File: config.mk
export PLATFORM = sky130hd
export DESIGN_NAME = hts_interp
export DESIGN_NICKNAME = d
export VERILOG_FILES = /design/src/hdl/hts_pkg.sv /design/src/hdl/hts_interp.sv
export SDC_FILE = /design/constraint.sdc
export NUM_CORES = 2
export LEC_CHECK = 0
export ABC_AREA = 1
export BUFFER_PORTS_ARGS = -buffer_cell sky130_fd_sc_hd__buf_2
export CAP_MARGIN = 20
export CORE_MARGIN = 2
export CORE_UTILIZATION = 57
export CTS_CLUSTER_SIZE = 16
export DETAILED_ROUTE_END_ITERATION = 6
export GPL_TIMING_DRIVEN = 0
export PLACE_DENSITY = 0.77
export SKIP_LAST_GASP = 1
export SYNTH_ARGS = -nofsm -noshare
export SYNTH_HDL_FRONTEND = slang
export SYNTH_SLANG_ARGS = --single-unit
File: constraint.sdc
create_clock -name clk -period 8 [get_ports clk]
set_input_delay 1.2 -clock clk [delete_from_list [all_inputs] [get_ports clk]]
set_output_delay 1.2 -clock clk [all_outputs]
set_load 0.02 [all_outputs]
File: src/hdl/hts_pkg.sv
`default_nettype none

package hts_pkg;

    localparam int GRID_CELLS = 20;
    localparam int FRAC_BITS  = 8;
    localparam int HW         = 16;
    localparam int COORD_W    = 5;

    localparam int PTS        = GRID_CELLS + 1;
    localparam int HALF_CELLS = GRID_CELLS / 2;
    localparam int CELL_WORLD = 5;
    localparam int CELL_RAW   = CELL_WORLD * (2 ** FRAC_BITS);
    localparam int CELL_OFF   = HALF_CELLS * CELL_RAW;
    localparam int GRID_RAW   = GRID_CELLS * CELL_RAW;
    localparam int POS_W      = $clog2(GRID_RAW + 2 ** (HW - 1) + 1) + 1;
    localparam int IDX_W      = $clog2(PTS);

    // cell index from whole world units by reciprocal multiply
    localparam int T_W        = $clog2(GRID_CELLS * CELL_WORLD);
    localparam int DIV5_SH    = 10;
    localparam int DIV5_M     = (2 ** DIV5_SH) / CELL_WORLD + 1;
    localparam int PT_W       = T_W + $clog2(DIV5_M + 1);
    localparam int REM_W      = $clog2(CELL_WORLD);
    localparam int W_W        = REM_W + FRAC_BITS;

    // four banks by column and row parity
    localparam int NBANKS     = 4;
    localparam int BANK_SEL_W = 2;
    localparam int BANK_SIDE  = (PTS + 1) / 2;
    localparam int BANK_DEPTH = BANK_SIDE * BANK_SIDE;
    localparam int BANK_AW    = $clog2(BANK_DEPTH);

    // input beat layout
    localparam int COL_LSB    = 0;
    localparam int ROW_LSB    = COL_LSB + COORD_W;
    localparam int HVAL_LSB   = ROW_LSB + COORD_W;
    localparam int QX_LSB     = HVAL_LSB + HW;
    localparam int QZ_LSB     = QX_LSB + HW;
    localparam int IN_BITS    = QZ_LSB + HW;
    localparam int S_DATA_W   = ((IN_BITS + 7) / 8) * 8;
    localparam int M_USER_W   = 2;

    localparam logic OP_WRITE = 1'b0;
    localparam logic OP_QUERY = 1'b1;

    typedef struct packed {
        logic           valid;
        logic           oor;
        logic           upper;
        logic           par_x;
        logic           par_z;
        logic [W_W-1:0] dx;
        logic [W_W-1:0] dz;
    } hts_meta_t;

    typedef logic [NBANKS-1:0][HW-1:0] height_quad_t;

    function automatic logic [BANK_AW-1:0] bank_addr(
        input logic [IDX_W-2:0] hc,
        input logic [IDX_W-2:0] hr
    );
        return BANK_AW'(hc * BANK_SIDE) + BANK_AW'(hr);
    endfunction

endpackage

`default_nettype wire

File: src/hdl/hts_interp.sv
`default_nettype none

module hts_interp
    import hts_pkg::*;
(
    input  wire logic               clk,
    input  wire logic               rst_n,
    input  wire logic               adv,
    input  wire hts_meta_t          meta,
    input  wire height_quad_t       heights,
    output logic                    res_valid,
    output logic [HW-1:0]           height_out,
    output logic                    out_of_range,
    output logic                    upper_left_tri
);

    localparam int PROD_W    = HW + W_W + 2;
    localparam int SUM_W     = PROD_W + 1;
    localparam int ROUND_ADD = CELL_RAW / 2;
    localparam int CLAMP     = CELL_WORLD * (2 ** HW);
    localparam int N_W       = $clog2(2 * CLAMP);
    localparam int DIV_SH    = N_W + 2;
    localparam int DIV_M     = (2 ** DIV_SH) / CELL_WORLD + 1;
    localparam int M_W       = $clog2(DIV_M + 1);
    localparam int Q_W       = N_W - 2;
    localparam int H4_W      = Q_W + 1;
    localparam int Q_OFF     = 2 ** HW;
    localparam int HMAX      = 2 ** (HW - 1) - 1;
    localparam int HMIN      = -(2 ** (HW - 1));

    typedef struct packed {
        logic                     valid;
        logic                     oor;
        logic                     upper;
        logic signed [HW-1:0]     base;
        logic signed [PROD_W-1:0] p1;
        logic signed [PROD_W-1:0] p2;
    } s1_t;

    typedef struct packed {
        logic                 valid;
        logic                 oor;
        logic                 upper;
        logic signed [HW-1:0] base;
        logic [N_W-1:0]       n;
    } s2_t;

    typedef struct packed {
        logic                 valid;
        logic                 oor;
        logic                 upper;
        logic signed [HW-1:0] base;
        logic [Q_W-1:0]       q;
    } s3_t;

    typedef struct packed {
        logic          valid;
        logic [HW-1:0] height;
        logic          oor;
        logic          upper;
    } res_t;

    logic signed [HW-1:0]    h00;
    logic signed [HW-1:0]    h10;
    logic signed [HW-1:0]    h01;
    logic signed [HW-1:0]    h11;
    logic signed [HW-1:0]    hb;
    logic signed [HW-1:0]    ha;
    logic signed [HW-1:0]    hc;
    logic [W_W-1:0]          w1;
    logic [W_W-1:0]          w2;
    logic signed [HW:0]      d1;
    logic signed [HW:0]      d2;
    logic signed [SUM_W-1:0] num;
    logic signed [SUM_W-1:0] biased;
    logic signed [SUM_W-1:0] scaled;
    logic signed [SUM_W-1:0] clamped;
    logic [N_W+M_W-1:0]      qprod;
    logic signed [H4_W-1:0]  hsum;
    logic signed [HW-1:0]    hsat;

    s1_t  s1_reg;
    s1_t  s1_next;
    s2_t  s2_reg;
    s2_t  s2_next;
    s3_t  s3_reg;
    s3_t  s3_next;
    res_t res_reg;
    res_t res_next;

    // corner heights and the chosen triangle's plane terms
    always_comb
    begin
        h00 = $signed(heights[{meta.par_x, meta.par_z}]);
        h10 = $signed(heights[{~meta.par_x, meta.par_z}]);
        h01 = $signed(heights[{meta.par_x, ~meta.par_z}]);
        h11 = $signed(heights[{~meta.par_x, ~meta.par_z}]);
        if (meta.upper)
        begin
            hb = h00;
            ha = h10;
            hc = h01;
            w1 = meta.dx;
            w2 = meta.dz;
        end
        else
        begin
            hb = h11;
            ha = h01;
            hc = h10;
            w1 = W_W'(CELL_RAW) - meta.dx;
            w2 = W_W'(CELL_RAW) - meta.dz;
        end
        d1 = (HW+1)'(ha) - (HW+1)'(hb);
        d2 = (HW+1)'(hc) - (HW+1)'(hb);

        s1_next.valid = meta.valid;
        s1_next.oor   = meta.oor;
        s1_next.upper = meta.upper;
        s1_next.base  = hb;
        s1_next.p1    = PROD_W'(d1) * PROD_W'($signed({1'b0, w1}));
        s1_next.p2    = PROD_W'(d2) * PROD_W'($signed({1'b0, w2}));
    end

    // round to nearest, pre-scale by the fraction bits, clamp, and offset to unsigned
    always_comb
    begin
        num    = SUM_W'(s1_reg.p1) + SUM_W'(s1_reg.p2);
        biased = num + SUM_W'(ROUND_ADD);
        scaled = biased >>> FRAC_BITS;
        priority if (scaled < -SUM_W'(CLAMP))
        begin
            clamped = -SUM_W'(CLAMP);
        end
        else if (scaled > SUM_W'(CLAMP - 1))
        begin
            clamped = SUM_W'(CLAMP - 1);
        end
        else
        begin
            clamped = scaled;
        end

        s2_next.valid = s1_reg.valid;
        s2_next.oor   = s1_reg.oor;
        s2_next.upper = s1_reg.upper;
        s2_next.base  = s1_reg.base;
        s2_next.n     = N_W'(clamped + SUM_W'(CLAMP));
    end

    // divide by the whole cell size through a reciprocal multiply
    always_comb
    begin
        qprod         = (N_W+M_W)'(s2_reg.n) * (N_W+M_W)'(DIV_M);
        s3_next.valid = s2_reg.valid;
        s3_next.oor   = s2_reg.oor;
        s3_next.upper = s2_reg.upper;
        s3_next.base  = s2_reg.base;
        s3_next.q     = qprod[DIV_SH +: Q_W];
    end

    always_comb
    begin
        hsum = H4_W'(s3_reg.base) + $signed({1'b0, s3_reg.q}) - H4_W'(Q_OFF);
        priority if (hsum > H4_W'(HMAX))
        begin
            hsat = HW'(HMAX);
        end
        else if (hsum < H4_W'(HMIN))
        begin
            hsat = HW'(HMIN);
        end
        else
        begin
            hsat = HW'(hsum);
        end

        res_next.valid  = s3_reg.valid;
        res_next.oor    = s3_reg.oor;
        res_next.height = s3_reg.oor ? '0 : hsat;
        res_next.upper  = s3_reg.upper && !s3_reg.oor;
    end

    always_ff @(posedge clk or negedge rst_n)
    begin
        if (!rst_n)
        begin
            s1_reg  <= '0;
            s2_reg  <= '0;
            s3_reg  <= '0;
            res_reg <= '0;
        end
        else if (adv)
        begin
            s1_reg  <= s1_next;
            s2_reg  <= s2_next;
            s3_reg  <= s3_next;
            res_reg <= res_next;
        end
    end

    assign res_valid      = res_reg.valid;
    assign height_out     = res_reg.height;
    assign out_of_range   = res_reg.oor;
    assign upper_left_tri = res_reg.upper;

endmodule

`default_nettype wire

==> summary.md <==
| Metric | Value |
|---|---|
| Run status | finished, violations left |
| Failing checks | negative setup slack |
| Type of origin of the critical path | primary input |
| Min Tclk post-route | between 8 and 9 ns |
| Drt via density | ~5.6 |
| Average size of a mapped cell | ~7.7 sq um |
| Setup Skew | ~0.011 ns |
| Die Ht | around 250 microns |
| Final HPWL DP | between 80 and 90 mm |
| Root buffer cell | clkbuf_16 |
| Seq/Total Area, Yosys | between 10% and 20% |
| Dpl cell area | about 0.037 sq mm |
| DRT iter0 DRCs | approximately 2300 |
| DRT Pass-1 Iters | 5 |
| Multi-input gate area | ~0.028 sq mm |
| Critical Path AT | around 8.4 ns |
| Core Box Area | around 0.060 sq mm |
| EDFF count, synth | 0 |
| Synth unique cells | 64 |
| Critical path class | in2reg |
| Max reg flops | 77 |
| Final Hold Vio Count | 0 |
| Flops & latches, synth | about 170 |
| Register Area | ~0.0043 sq mm |
| H-tree depth reported by CTS | 4 |
| Slowest cell on crit path | fa_1 |
| Syn nets | around 5600 |
| Cells after Synth | 4564 |
| Grt met1 use | about two fifths |
| TritonCTS clock tree | done |
| Gr usage total | a little under a third |
| Final net count | 5816 |
| Ys flop type | dfrtp_1 |
| First-pass GRT wire length | ~160 mm |
| Synth area leaders | fa_1, ha_1, dfrtp_1 |
| Post-DR wirelength/cell | approximately 18 microns |
| Cell Area, Synth | roughly 0.035 sq mm |
| Met3 usage | around 4.7% |
| Port Buf Inserts | 110 |
| Fin area | 0.0398 sq mm |
| Slowest stage delay, CP | between 0.5 and 0.6 ns |
| Post-route clock period utilization | 101% |
| Met2 usage | 54.5% |
| Drc violations | 0 |
| Final wirelength | 99.7 mm |
| Final ANT Viol Nets | 0 |
| Final setup violation count | 1 |
| Clock net sink count | 172 |
| Setup slack after layout | -0.0428 ns |
| Post-synth top area share | between 20% and 30% |
| # IOs | between 100 and 150 |
| Initial Util | between 50% and 60% |
| Tightest Pin Transition | 0.995 ns |
| Final cell count without fillers | roughly 5600 |
| Ys async rst share | between 90% and 100% |
| Crit end category | register |
| # fillers | roughly 5000 |
| Layout cell share with drive strength beyond 1 | between 10% and 20% |
| Die Footprint | roughly 0.063 sq mm |
| Max-cap violations | 0 |
| Largest net degree at the start of global routing | ~110 |
| Die Span X | about 250 microns |
| Num CTS Buffers | 17 |
| Slew Limit Fails | 0 |
| Synth Warn # | 0 |
| Leading area contributor after synthesis | fa_1 |
| Initial antenna violation count | 1 |
| RSZ-0062 raised after global routing | true |
| Clock transition at the registers of the reported paths | around 0.070 ns |
| Vias in the first global route | just over 30000 |
| Max Root-Sink Buffers | 2 |
| Highest Clock Rate | between 0.1 and 0.15 GHz |
| Overflow after GRT | 0 |
| Skew-Pair Late Insertion Delay | 0.45 ns |
| Slew HR | about 33% |
| P&R area growth vs syn | 13.8% |
| Cell total after placement | approximately 5500 |
| Min-Delay Path Class | reg2reg |
| Most used cell, CP | fa_1 |
| # rows | 90 |
| Routability cong. | approximately 0.96 |
| Busiest grt layer | met2 |
| CP max FO | 10 |
| Via count | around 31000 |
| Critical Path RT | ~8.4 ns |
[worst max-delay path, delay by kind of cell]
kind | cells | cell delay, ns
adders and majority gates | 7 | 2.99
AOI/OAI and AO/OA | 11 | 1.92
and+or+nand+nor | 10 | 1.14
buffers and inverters | 10 | 1.15
[metrics by stage]
step           hold slack (ns)  TNS, ns  utilization (%)  setup slack, ns
6_report                 0.470  -0.0428             65.8          -0.0428
5_1_grt                  0.491    -2.72             65.8           -0.323
4_1_cts                  0.475  -0.0558             63.2          -0.0166
3_5_place_dp             0.459   -45.39             60.8            -1.67
3_3_place_gp             0.454   -52.64             60.7            -1.89
2_1_floorplan            0.442        0                -          0.00700
[metal layers]
metal / share of wire, % / vias to the layer above
met3: 7.1 / 288
met5: 0 / -
li1: - / 14600
met2: 49 / 1228
met4: 4.0 / 0
met1: 40 / 14900
[cells by family (layout without fill, tap and decap cells)]
kind of cell	after synthesis	count (layout)	synth area share [%]
other cells	0	1	0
buf+inv	1091	1329	11.8
fa+ha+maj	930	930	43.5
simple gates	1670	1671	19.7
mux	10	10	0.286
flops	172	172	12.3
xor+xnor	110	110	2.89
compound gates	581	581	9.47
[path summary, 6_finish.rpt]
kind | start | to | slack (ns) | cells after the start
setup / recovery | meta[22] | s1_reg[26] | -0.04 | 38
hold / removal | s2_reg[23] | s2_reg[23] | 0.47 | 2
setup reg to reg | s2_reg[17] | s3_reg[5] | 1.80 | 21
hold reg to reg | s2_reg[23] | s2_reg[23] | 0.47 | 2
max in group asynchronous | rst_n | s1_reg[47] | 6.40 | 2
min in group asynchronous | rst_n | height_out[9] | 0.68 | 1
[cell usage in the layout (no fill, tap or decap), types with 21 or more instances in the layout]
| cell type | count |
|---|---|
| o21ai_1 | 45 |
| xor2_1 | 52 |
| nand3_1 | 149 |
| buf_2 | 112 |
| or2_2 | 75 |
| clkbuf_16 | 21 |
| nand2_2 | 47 |
| nor3_1 | 24 |
| o21ai_2 | 27 |
| dfrtp_1 | 172 |
| nand2_1 | 1000 |
| a21oi_2 | 35 |
| buf_4 | 104 |
| ha_1 | 414 |
| nor2_1 | 272 |
| inv_2 | 40 |
| a21oi_1 | 149 |
| a31oi_1 | 38 |
| xnor2_1 | 49 |
| clkbuf_1 | 51 |
| inv_1 | 926 |
| ha_4 | 32 |
| fa_1 | 466 |
| o21ai_0 | 165 |
[area by class of cell]
class | count | share of cell area, %
Timing Repair Buffer | 214 | 3.60
Buffer | 101 | 1.76
Inverter | 984 | 9.36
Sequential cell | 172 | 10.8
Antenna cell | 1 | 0.00629
Tap cell | 782 | 2.46
Multi-Input combinational cell | 3302 | 70.6
Clock buffer | 19 | 1.11
Clock inverter | 11 | 0.277
[Yosys cell counts (all sizes together), types with 2 or more instances]
| master | count |
|---|---|
| fa | 478 |
| nor4 | 9 |
| nor2 | 290 |
| nand3b | 10 |
| a22oi | 2 |
| or2 | 88 |
| xnor2 | 51 |
| o21ai | 241 |
| clkinv | 12 |
| inv | 972 |
| o22ai | 8 |
| o2111ai | 7 |
| a21o | 14 |
| clkbuf | 90 |
| xor2 | 59 |
| dfrtp | 172 |
| a311oi | 4 |
| buf | 17 |
| nor3 | 33 |
| nand4 | 15 |
| o221ai | 2 |
| a31o | 2 |
| o211ai | 4 |
| o31ai | 7 |
| nand2 | 1057 |
| a211oi | 3 |
| ha | 452 |
| a221oi | 3 |
| a31oi | 51 |
| o32ai | 4 |
| o21bai | 23 |
| o21a | 7 |
| and2 | 3 |
| a21oi | 192 |
| a21boi | 5 |
| mux2i | 10 |
| nand3 | 163 |
[repair_timing]
item	in CTS	in global routing
setup endpoints to repair	39	32
pin swaps	32	162
hold buffers	0	0
endpoints found under the hold margin	0	0
setup buffers	24	71
resized for setup	163	305
gates cloned	1	3
Power is left out: the tool's default activity adds up to more than one toggle a clock period on the data nets, which glitch-free logic cannot reach.
